==> src/rtl/core/rcdp_pkg.sv <==
`timescale 1ns / 1ps
// ----------------------------------------------------------------------------
// rcdp_pkg
// Shared types and constants for the range-checked decimal parser.
// ----------------------------------------------------------------------------
package rcdp_pkg;

  localparam int VALUE_BITS = 32;
  localparam int MAX_BITS   = VALUE_BITS - 1;
  // Magnitude of the most negative value needs the full word, unsigned.
  localparam int ACC_BITS   = VALUE_BITS;

  localparam logic [7:0] CH_SPACE = 8'h20;
  localparam logic [7:0] CH_TAB   = 8'h09;
  localparam logic [7:0] CH_CR    = 8'h0D;
  localparam logic [7:0] CH_PLUS  = 8'h2B;
  localparam logic [7:0] CH_MINUS = 8'h2D;
  localparam logic [7:0] CH_ZERO  = 8'h30;
  localparam logic [7:0] CH_NINE  = 8'h39;
  localparam logic [7:0] CH_NUL   = 8'h00;
  localparam logic [7:0] U8_C2    = 8'hC2;
  localparam logic [7:0] U8_85    = 8'h85;
  localparam logic [7:0] U8_A0    = 8'hA0;
  localparam logic [7:0] U8_E1    = 8'hE1;
  localparam logic [7:0] U8_9A    = 8'h9A;
  localparam logic [7:0] U8_E2    = 8'hE2;
  localparam logic [7:0] U8_E3    = 8'hE3;
  localparam logic [7:0] U8_80    = 8'h80;
  localparam logic [7:0] U8_81    = 8'h81;
  localparam logic [7:0] U8_8A    = 8'h8A;
  localparam logic [7:0] U8_A8    = 8'hA8;
  localparam logic [7:0] U8_A9    = 8'hA9;
  localparam logic [7:0] U8_AF    = 8'hAF;
  localparam logic [7:0] U8_9F    = 8'h9F;

  localparam logic CFG_MIN_VALUE = 1'b0;
  localparam logic CFG_MAX_VALUE = 1'b1;

  typedef enum logic [2:0] {
    PH_LEAD,
    PH_SIGN,
    PH_DIGITS,
    PH_TRAIL_WS,
    PH_TRAIL_NUL,
    PH_FAIL
  } phase_t;

  typedef struct packed {
    phase_t              phase;
    logic [15:0]         pend_bytes;
    logic [1:0]          pend_cnt;
    logic                neg;
    logic [ACC_BITS-1:0] acc;
  } parse_st_t;

  localparam parse_st_t ST_CLEAR = '{phase: PH_LEAD, pend_bytes: 16'h0000,
                                     pend_cnt: 2'd0, neg: 1'b0,
                                     acc: {ACC_BITS{1'b0}}};

endpackage

==> src/rtl/core/rcdp_step.sv <==
`timescale 1ns / 1ps
// ----------------------------------------------------------------------------
// rcdp_step
// Next-state logic of the parser for one text byte: whitespace skipping,
// UTF-8 space sequences, sign, digit accumulation with overflow check and
// trailing whitespace and NUL padding.
// ----------------------------------------------------------------------------
module rcdp_step (
  input  rcdp_pkg::parse_st_t                 st,
  input  logic [7:0]                          text_byte,
  input  logic signed [rcdp_pkg::VALUE_BITS-1:0] min_value,
  input  logic [rcdp_pkg::MAX_BITS-1:0]       max_value,
  output rcdp_pkg::parse_st_t                 st_nxt
);

  localparam int PROD_BITS = rcdp_pkg::ACC_BITS + 4;

  function automatic logic is_ws(input logic [7:0] b);
    return (b == rcdp_pkg::CH_SPACE) ||
           (b >= rcdp_pkg::CH_TAB && b <= rcdp_pkg::CH_CR);
  endfunction

  function automatic logic is_digit(input logic [7:0] b);
    return (b >= rcdp_pkg::CH_ZERO) && (b <= rcdp_pkg::CH_NINE);
  endfunction

  logic [rcdp_pkg::ACC_BITS-1:0]  limit;
  logic [rcdp_pkg::VALUE_BITS:0]  neg_min;
  logic [3:0]                     digit;
  logic [PROD_BITS-1:0]           prod;
  logic                           digit_fits;
  logic [7:0]                     p0;
  logic [7:0]                     p1;
  logic                           seq_ok;

  // Ten times the magnitude plus the digit must stay within the limit.
  always_comb begin
    neg_min = -{min_value[rcdp_pkg::VALUE_BITS-1], min_value};
    if (st.neg && min_value[rcdp_pkg::VALUE_BITS-1]) begin
      limit = neg_min[rcdp_pkg::ACC_BITS-1:0];
    end else begin
      limit = {1'b0, max_value};
    end
    digit = text_byte[3:0] - rcdp_pkg::CH_ZERO[3:0];
    prod  = {1'b0, st.acc, 3'b000} + {3'b000, st.acc, 1'b0}
          + {{(PROD_BITS-4){1'b0}}, digit};
    digit_fits = (prod <= {4'b0000, limit});
  end

  always_comb begin
    p0     = st.pend_bytes[7:0];
    p1     = st.pend_bytes[15:8];
    seq_ok = 1'b0;
    st_nxt = st;
    case (st.phase)
      rcdp_pkg::PH_LEAD: begin
        if (st.pend_cnt == 2'd1) begin
          if (p0 == rcdp_pkg::U8_C2) begin
            seq_ok = (text_byte == rcdp_pkg::U8_85) || (text_byte == rcdp_pkg::U8_A0);
            st_nxt.pend_cnt   = 2'd0;
            st_nxt.pend_bytes = 16'h0000;
            if (!seq_ok) st_nxt.phase = rcdp_pkg::PH_FAIL;
          end else begin
            seq_ok = (p0 == rcdp_pkg::U8_E1 && text_byte == rcdp_pkg::U8_9A) ||
                     (p0 == rcdp_pkg::U8_E2 && (text_byte == rcdp_pkg::U8_80 ||
                                                text_byte == rcdp_pkg::U8_81)) ||
                     (p0 == rcdp_pkg::U8_E3 && text_byte == rcdp_pkg::U8_80);
            if (seq_ok) begin
              st_nxt.pend_bytes = {text_byte, p0};
              st_nxt.pend_cnt   = 2'd2;
            end else begin
              st_nxt.phase = rcdp_pkg::PH_FAIL;
            end
          end
        end else if (st.pend_cnt != 2'd0) begin
          seq_ok = (p0 == rcdp_pkg::U8_E1 && p1 == rcdp_pkg::U8_9A &&
                    text_byte == rcdp_pkg::U8_80) ||
                   (p0 == rcdp_pkg::U8_E2 && p1 == rcdp_pkg::U8_80 &&
                    ((text_byte >= rcdp_pkg::U8_80 && text_byte <= rcdp_pkg::U8_8A) ||
                     text_byte == rcdp_pkg::U8_A8 || text_byte == rcdp_pkg::U8_A9 ||
                     text_byte == rcdp_pkg::U8_AF)) ||
                   (p0 == rcdp_pkg::U8_E2 && p1 == rcdp_pkg::U8_81 &&
                    text_byte == rcdp_pkg::U8_9F) ||
                   (p0 == rcdp_pkg::U8_E3 && p1 == rcdp_pkg::U8_80 &&
                    text_byte == rcdp_pkg::U8_80);
          st_nxt.pend_cnt   = 2'd0;
          st_nxt.pend_bytes = 16'h0000;
          if (!seq_ok) st_nxt.phase = rcdp_pkg::PH_FAIL;
        end else if (is_ws(text_byte)) begin
          st_nxt = st;
        end else if (text_byte == rcdp_pkg::U8_C2 || text_byte == rcdp_pkg::U8_E1 ||
                     text_byte == rcdp_pkg::U8_E2 || text_byte == rcdp_pkg::U8_E3) begin
          st_nxt.pend_bytes = {8'h00, text_byte};
          st_nxt.pend_cnt   = 2'd1;
        end else if (text_byte == rcdp_pkg::CH_PLUS || text_byte == rcdp_pkg::CH_MINUS) begin
          st_nxt.neg   = (text_byte == rcdp_pkg::CH_MINUS);
          st_nxt.phase = rcdp_pkg::PH_SIGN;
        end else if (is_digit(text_byte)) begin
          if (digit_fits) begin
            st_nxt.acc   = prod[rcdp_pkg::ACC_BITS-1:0];
            st_nxt.phase = rcdp_pkg::PH_DIGITS;
          end else begin
            st_nxt.phase = rcdp_pkg::PH_FAIL;
          end
        end else begin
          st_nxt.phase = rcdp_pkg::PH_FAIL;
        end
      end
      rcdp_pkg::PH_SIGN, rcdp_pkg::PH_DIGITS: begin
        if (is_digit(text_byte)) begin
          if (digit_fits) begin
            st_nxt.acc   = prod[rcdp_pkg::ACC_BITS-1:0];
            st_nxt.phase = rcdp_pkg::PH_DIGITS;
          end else begin
            st_nxt.phase = rcdp_pkg::PH_FAIL;
          end
        end else if (st.phase == rcdp_pkg::PH_SIGN) begin
          st_nxt.phase = rcdp_pkg::PH_FAIL;
        end else if (is_ws(text_byte)) begin
          st_nxt.phase = rcdp_pkg::PH_TRAIL_WS;
        end else if (text_byte == rcdp_pkg::CH_NUL) begin
          st_nxt.phase = rcdp_pkg::PH_TRAIL_NUL;
        end else begin
          st_nxt.phase = rcdp_pkg::PH_FAIL;
        end
      end
      rcdp_pkg::PH_TRAIL_WS: begin
        if (text_byte == rcdp_pkg::CH_NUL) begin
          st_nxt.phase = rcdp_pkg::PH_TRAIL_NUL;
        end else if (!is_ws(text_byte)) begin
          st_nxt.phase = rcdp_pkg::PH_FAIL;
        end
      end
      rcdp_pkg::PH_TRAIL_NUL: begin
        if (text_byte != rcdp_pkg::CH_NUL) st_nxt.phase = rcdp_pkg::PH_FAIL;
      end
      default: begin
        st_nxt.phase = rcdp_pkg::PH_FAIL;
      end
    endcase
  end

endmodule

==> src/rtl/core/range_checked_decimal_parser.sv <==
`timescale 1ns / 1ps
// ----------------------------------------------------------------------------
// range_checked_decimal_parser
// Parses a decimal integer from a byte stream and checks it against the
// configured minimum and maximum; one result per text.
// ----------------------------------------------------------------------------
//  channel  direction  tdata                 tuser       tlast
//  in_      slave      [7:0] text_byte       empty_text  last_byte
//  out_     master     [31:0] parsed_value   parse_ok    -
//  cfg_     slave      index 0 min, 1 max    -           -
//
// One byte is accepted per cycle while no stalled result holds the pipeline.
// A byte is registered in the input register, then the parser state and,
// at the end of a text, the result register are updated from it.
// A stalled result holds the byte pipeline, and the input register then fills
// only if empty. Reset returns the parser to the leading whitespace phase and
// the registers to the full signed range. cfg_ready is always high.
// ----------------------------------------------------------------------------
module range_checked_decimal_parser (
  input  logic                              clk,
  input  logic                              rst_n,
  input  logic                              in_tvalid,
  output logic                              in_tready,
  input  logic [7:0]                        in_tdata,   // [7:0] text_byte
  input  logic                              in_tlast,   // last_byte
  input  logic                              in_tuser,   // empty_text
  output logic                              out_tvalid,
  input  logic                              out_tready,
  output logic [rcdp_pkg::VALUE_BITS-1:0]   out_tdata,  // [31:0] parsed_value
  output logic                              out_tuser,  // parse_ok
  input  logic                              cfg_valid,
  output logic                              cfg_ready,
  input  logic                              cfg_index,
  input  logic [rcdp_pkg::VALUE_BITS-1:0]   cfg_data
);

  localparam int VB = rcdp_pkg::VALUE_BITS;

  logic signed [VB-1:0]             min_r;
  logic [rcdp_pkg::MAX_BITS-1:0]    max_r;
  logic                             s1_valid_r;
  logic [7:0]                       s1_byte_r;
  logic                             s1_last_r;
  logic                             s1_empty_r;
  rcdp_pkg::parse_st_t              st_r;
  rcdp_pkg::parse_st_t              st_fed;
  rcdp_pkg::parse_st_t              st_end;
  logic                             out_valid_r;
  logic [VB-1:0]                    out_data_r;
  logic                             out_ok_r;
  logic                             adv;
  logic                             ends;
  logic signed [VB:0]               res;
  logic signed [VB:0]               min_x;
  logic signed [VB:0]               max_x;
  logic                             phase_ok;
  logic                             ok;

  assign cfg_ready  = 1'b1;
  assign adv        = !out_valid_r || out_tready;
  assign in_tready  = !s1_valid_r || adv;
  assign out_tvalid = out_valid_r;
  assign out_tdata  = out_data_r;
  assign out_tuser  = out_ok_r;

  rcdp_step u_step (
    .st        (st_r),
    .text_byte (s1_byte_r),
    .min_value (min_r),
    .max_value (max_r),
    .st_nxt    (st_fed)
  );

  // An empty-text request ends the text without feeding its byte.
  always_comb begin
    st_end   = s1_empty_r ? st_r : st_fed;
    ends     = s1_last_r || s1_empty_r;
    res      = st_end.neg ? -$signed({1'b0, st_end.acc}) : $signed({1'b0, st_end.acc});
    min_x    = {min_r[VB-1], min_r};
    max_x    = $signed({2'b00, max_r});
    phase_ok = (st_end.phase == rcdp_pkg::PH_DIGITS) ||
               (st_end.phase == rcdp_pkg::PH_TRAIL_WS) ||
               (st_end.phase == rcdp_pkg::PH_TRAIL_NUL);
    // The bounds test also covers a negative sign against a non-negative
    // minimum and any magnitude beyond the sign's limit.
    ok       = phase_ok && (res >= min_x) && (res <= max_x);
  end

  always_ff @(posedge clk) begin
    if (!rst_n) begin
      min_r       <= {1'b1, {(VB-1){1'b0}}};
      max_r       <= {rcdp_pkg::MAX_BITS{1'b1}};
      s1_valid_r  <= 1'b0;
      st_r        <= rcdp_pkg::ST_CLEAR;
      out_valid_r <= 1'b0;
    end else begin
      if (cfg_valid && cfg_ready) begin
        if (cfg_index == rcdp_pkg::CFG_MIN_VALUE) begin
          min_r <= cfg_data;
        end else begin
          max_r <= cfg_data[rcdp_pkg::MAX_BITS-1:0];
        end
      end
      if (in_tready) begin
        s1_valid_r <= in_tvalid;
      end
      if (adv) begin
        out_valid_r <= s1_valid_r && ends;
        if (s1_valid_r) begin
          st_r <= ends ? rcdp_pkg::ST_CLEAR : st_fed;
        end
      end
    end
  end

  always_ff @(posedge clk) begin
    if (in_tready && in_tvalid) begin
      s1_byte_r  <= in_tdata;
      s1_last_r  <= in_tlast;
      s1_empty_r <= in_tuser;
    end
    if (adv && s1_valid_r && ends) begin
      out_ok_r   <= ok;
      out_data_r <= ok ? res[VB-1:0] : {VB{1'b0}};
    end
  end

endmodule
==> config.mk <==
export PLATFORM = sky130hd
export DESIGN_NAME = range_checked_decimal_parser
export DESIGN_NICKNAME = d
export VERILOG_FILES = /design/src/rtl/core/rcdp_pkg.sv /design/src/rtl/core/rcdp_step.sv /design/src/rtl/core/range_checked_decimal_parser.sv
export SDC_FILE = /design/constraint.sdc
export NUM_CORES = 1
export LEC_CHECK = 0
export ABC_AREA = 1
export BUFFER_PORTS_ARGS = -buffer_cell sky130_fd_sc_hd__buf_2
export CORE_ASPECT_RATIO = 1.4
export CORE_MARGIN = 2
export CORE_UTILIZATION = 68
export DETAILED_ROUTE_END_ITERATION = 16
export GPL_ROUTABILITY_DRIVEN = 0
export PLACE_DENSITY = 0.88
export SLEW_MARGIN = 40
export SYNTH_ARGS = -nofsm -noshare
export SYNTH_HDL_FRONTEND = slang
export SYNTH_HIERARCHICAL = 1
export SYNTH_SLANG_ARGS = --single-unit
==> constraint.sdc <==
create_clock -name clk -period 11.8 [get_ports clk]
set_input_delay 1.18 -clock clk [delete_from_list [all_inputs] [get_ports clk]]
set_output_delay 1.18 -clock clk [all_outputs]
set_load 0.005 [all_outputs]
== After elaboration in Yosys (flattened, before gate mapping) ==
Index checks and enable logic that the tools add are counted.

* Bits in latches: 0
* Word-level logic and storage cells: 144
* Bits in read-only memories: 0
* Bits in writable memories: 0
* Bits in registers: 162
* Memories: 0

* Add/sub/neg operators: 4
* Shifts and indexed selects: 0
* Bitwise logic cells: 1
* Reduce and logical (&&, ||, !) cells: 51
* Multipliers: 0
* Eq/ne operators: 31
* Magnitude comparators: 9
* Div/mod/pow operators: 0
* Mux-type cells: 34

{| class="wikitable"
|+ Operators by type and width
! kind !! count
|-
| two-way mux 54 bit || 3
|-
| == test 8 bit (second input constant) || 20
|-
| two-way mux 33 bit || 4
|-
| two-way mux 32 bit || 4
|-
| case mux 32 bit (2 select lines) || 1
|-
| two-way mux 21 bit || 3
|-
| two-way mux 3 bit || 13
|-
| adder 35 x 33 -> 36 bit || 1
|-
| adder 36 x 4 -> 36 bit || 1
|-
| less-or-equal comparator 36 x 32 -> 1 bit || 1
|-
| two-way mux 18 bit || 2
|-
| >= comparator 33 x 32 -> 1 bit || 1
|-
| less-or-equal comparator 33 x 32 -> 1 bit || 1
|-
| negation 32 -> 33 bit || 1
|-
| negation 32 bit || 1
|-
| == test 8 x 6 -> 1 bit (second input constant) || 3
|-
| logical AND 1 bit || 21
|-
| logical OR 1 bit || 20
|-
| two-way mux 19 bit || 1
|-
| == test 3 x 2 -> 1 bit (second input constant) || 4
|-
| case mux 3 bit (4 select lines) || 1
|-
| >= comparator 8 x 4 -> 1 bit (second input constant) || 1
|-
| >= comparator 8 x 6 -> 1 bit (second input constant) || 1
|-
| >= comparator 8 bit (second input constant) || 1
|-
| other kinds (15) || 20
|}

== Depth between registers and ports, before layout ==
* Word-level depth: 19
* Mapped depth: 63
* Depth with buffers taken out: 62

== Modules after synthesis ==
Netlist, hierarchy kept.

{| class="wikitable"
|+ By module, submodules not included
! module !! instances !! cells an instance !! seq. area each (um^2) !! area an instance (um^2)
|-
| range_checked_decimal_parser || 1 || 1,128 || 3,673.5 || 8,812.2
|-
| rcdp_step || 1 || 1,070 || 0.0 || 6,032.0
|}

== Worst setup path after synthesis ==
No wires, ideal clock.

* Kind: register -> register
* Start point: reg s1_byte_r[3]
* End point: reg out_data_r[28], in the netlist out_tdata[28] (data pin)
* Data arrival time: 6.768 ns
* Data required time: 11.664 ns
* Library setup time: 0.136 ns
* Cell stages (with the launch flop): 50
* Slack: 4.897 ns
* Path through: edfxtp_1 fa_1 fa_1 nand2_1 nand2_1 nand3_1 nand2_2 nand2_2 nand2_2 a21boi_0 o21bai_1 xor2_1 ha_1 nand4_1 nor2_1 o21ai_0 nand2_1 nand2_1 (+14 left out) nor2_2 nand3_1 nor2_2 nand3b_1 nand2_1 xor2_1 inv_1 ha_1 nand4_1 or2_2 nor2_1 nand3b_1 nand3_1 nand2_1 a21oi_1 nand2_4 buf_6 nor2_2

{| class="wikitable"
|+ RTL lines
! what !! RTL line !! source
|-
| start, declared || range_checked_decimal_parser.sv:42 || <nowiki>logic [7:0] s1_byte_r;</nowiki>
|-
| start signal, assigned || range_checked_decimal_parser.sv:118 || <nowiki>s1_byte_r <= in_tdata;</nowiki>
|-
| end signal, assigned || range_checked_decimal_parser.sv:124 || <nowiki>out_data_r <= ok ? res[VB-1:0] : {VB{1'b0}};</nowiki>
|-
| end, declared || range_checked_decimal_parser.sv:49 || <nowiki>logic [VB-1:0] out_data_r;</nowiki>
|}

==> run_results.csv <==
group,metric,value,unit
run_status,status,"finished, final reports clean",
cts,cts_max_level,4,
synth,postSynthCellCount,2198,
min_path,worstHoldPathCells,2,
critical_path,required,12.09,ns
cts,numCtsBuffers,17,
detailed_routing,drc,0,
critical_path,r2r_slack,2.34,ns
power_and_ir_drop,p_int,0.001099,W
cts,holdBufCountCts,0,
synth,postSynth.asyncResetShare,0,%
critical_path,reg2regPathDepth,47,
cts,tritoncts,"yes",
min_path,hold_path.class,"reg -> reg",
cts,cts_resized,0,
critical_path,cp_common_cell,"nand2_1",
synth,synth_commonest_cells,"nand2_1, inv_1, nor2_1, ha_1, a21oi_1",
detailed_routing,final_antenna_net_count,0,
layout,nets,2452,
synth,syn_area,14840,um2
sta,grt_setup_unrepaired,"no",
sta,period_minus_slack,9.463,ns
layout,stdcell_area,15930,um2
cts,post-cts-setup-buffers,0,
placement,post_dp_cell_area,15320,um2
cts,cts_buffer_depth,2,
placement,place_inst,2486,
job,max_cap_violations,0,
synth,avgSynthCellArea,6.754,um2
global_route,grtUsageTotal,38.00,%
detailed_routing,drt-initial-drc-count,1636,
critical_path,startpoint,"st_r[2]",
detailed_routing,first_pass_iters,6,
power_and_ir_drop,clkPwrFrac,32.6,%
sta,slew_violations,0,
detailed_routing,num_vias,15410,
cts,root_buffer,"clkbuf_16",
synth,synth_ff_type,"dfxtp_1",
global_route,grt_start_max_net_pins,67,
global_route,grt_pass1_wl,69300,um
sta,clock_skew,0.01289,ns
detailed_routing,drt-total-wl,44230,um
sta,clock.fmax,105.7,MHz
critical_path,arrival,9.75,ns
critical_path,cpMaxStageDelayCell,"fa_1",
cts,clkSinkCount,162,
floorplanning,die_h,178.8,um
floorplanning,die_w,128.9,um
sta,setup-tns-final,0,ns
layout,final_cell_count_no_fill,2518,
sta,hold_slack,0.4644,ns
placement,io_buffers,82,
synth,syn_nets,2409,
synth,synth_seq_cells,162,
floorplanning,core,21620,um2
layout,drive_gt1_share,11.58,%
floorplanning,ios,84,
critical_path,critPathLaunchType,"flop",
cts,clk_pin_slew,0.07,ns
cts,insertion_delay,0.45,ns
synth,netlist.area_leader.share,16.05,%
synth,ys_seq_area_share,24.75,%
global_route,grt_pass1_vias,14460,
sta,hold_viol_final,0,
placement,place_hpwl,33130,um
critical_path,reg2reg_to,"out_tdata[0]",
critical_path,r2r_start,"st_r[2]",
power_and_ir_drop,sequentialPowerShare,36.0,%
sta,setup_viol,0,
layout,areaGrowthSynthToFinish,7.308,%
floorplanning,dieArea,23040,um2
synth,yosysWarnings,6,
power_and_ir_drop,power_frac_comb,31.4,%
critical_path,end_kind,"flop",
layout,antenna_cells,0,
sta,tightestPinTransition,0.7874,ns
power_and_ir_drop,ir_drop,124.4,uV
synth,synthDistinctLibCells,63,
detailed_routing,via_per_inst,6.120,
power_and_ir_drop,total_leakage_power,8.177,nW
detailed_routing,routedWlPerCell,17.56,um
min_path,min_from,"st_r[39]",
min_path,min_to,"st_r[39]",
critical_path,critPathKind,"reg -> reg",
synth,synth_most_common_cell,"nand2_1",
power_and_ir_drop,switching_power,0.0006571,W
critical_path,cp_slowest_stage_delay,0.53,ns
synth,synth.area.top_cells,"dfxtp_1, ha_1, nand2_1, edfxtp_1, inv_1",
floorplanning,initial_core_util,68.66,%
power_and_ir_drop,p_per_area,110.2,nW/um2
power_and_ir_drop,swShare,37.42,%
synth,synth_top_area_cell,"dfxtp_1",
global_route,grt_overflow,0,
sta,relSlewSlack,47.05,%
sta,timing.final.crit_share,80.19,%
global_route,grt_antenna_before_repair,0,
critical_path,worstPathMaxFanout,33,
floorplanning,rows,64,
synth,synth_edf_count,43,
worst max-delay path, delay by kind of cell, from the launching register on:
kind,cells,cell delay (ns)
simple gates,31,4.66
compound gates,7,1.44
fa+ha+maj,4,1.63
xor+xnor,1,0.41
buf+inv,4,0.64
flops,1,0.48
worst max-delay path by stage:
| stage | depth (start not counted) | slack [ns] | endpoint |
|---|---|---|---|
| final | 47 | 2.34 | out_tdata[0] |
| after global placement | 47 | 2.67 | out_tdata[31] |
| after CTS | 48 | 2.33 | out_tdata[4] |
| after global routing | 47 | 1.70 | out_tdata[0] |
| after floorplan | 49 | 4.90 | out_tdata[28] |
| after detailed placement | 48 | 2.37 | out_tdata[22] |
power by group through the flow:
stage	clock network (W)	logic (W)	registers (W)
6_report	0.000573	0.000551	0.000632
2_1_floorplan	0	0.000390	0.000634
3_3_place_gp	0	0.000501	0.000642
4_1_cts	0.000575	0.000533	0.000631
5_1_grt	0.000596	0.000604	0.000635
3_5_place_dp	0	0.000525	0.000643
area by class of cell:
cell class | instances | area [um2]
multi-input combinational | 1626 | 9540
fill | 1666 | 5692
sequential | 162 | 3674
inverter | 340 | 1276
timing repair buffer | 94 | 510.5
clock buffer | 21 | 481.7
tap | 264 | 330.3
clock inverter | 11 | 116.4
through the flow:
stage	power, W	setup WS (ns)	utilization, %
4_1_cts	0.001738	2.334	73.63
6_report	0.001756	2.337	73.67
5_1_grt	0.001834	1.695	73.67
3_5_place_dp	0.001168	2.372	70.87
2_1_floorplan	0.001024	4.897	-
3_3_place_gp	0.001144	2.666	70.79
registers in the layout, summed over array words and instances (netlist names):
name        flops
s1_byte_r       8
out_tdata      32
max_r          31
s1_last_r       1
s1_valid_r      1
s1_empty_r      1
out_tuser       1
out_tvalid      1
st_r           54
min_r          32
cell usage in the layout, fill, tap and decap left out, drive strengths merged, types with 2 or more instances in the layout:
| master | n |
|---|---|
| nand2 | 524 |
| a2bb2oi | 2 |
| nor3 | 34 |
| a211oi | 27 |
| o21ai | 155 |
| fa | 2 |
| a21o | 6 |
| clkbuf | 21 |
| nand4 | 35 |
| nor2 | 246 |
| xnor2 | 17 |
| ha | 161 |
| o21bai | 8 |
| edfxtp | 43 |
| o311ai | 3 |
| clkinv | 8 |
| nand3b | 4 |
| o211ai | 37 |
| or2 | 14 |
| o21a | 4 |
| o22ai | 8 |
| nand3 | 76 |
| a21oi | 141 |
| a22oi | 4 |
| xor2 | 50 |
| a31oi | 8 |
| dfxtp | 119 |
| buf | 94 |
| nor4 | 14 |
| inv | 342 |
| and2 | 3 |
| a21boi | 30 |
| and3 | 3 |
| o31ai | 5 |
kinds of logic after synthesis:
kind of cell	Yosys count	synth area share (%)
compound gates	439	18.02
xor+xnor	67	3.953
fa+ha+maj	163	13.84
buf+inv	410	11.12
flops	162	24.75
mux	1	0.06743
other cells	1	0.02526
simple gates	955	28.23
routing by layer:
metal,global-route usage [%],wire length (um),up-vias
met5,0,0,-
met4,29.89,3840,0
met3,6.028,3667,252
met2,63.62,20790,895
met1,42.80,15930,6954
li1,-,-,7310
(Power assumes the default switching activity.)
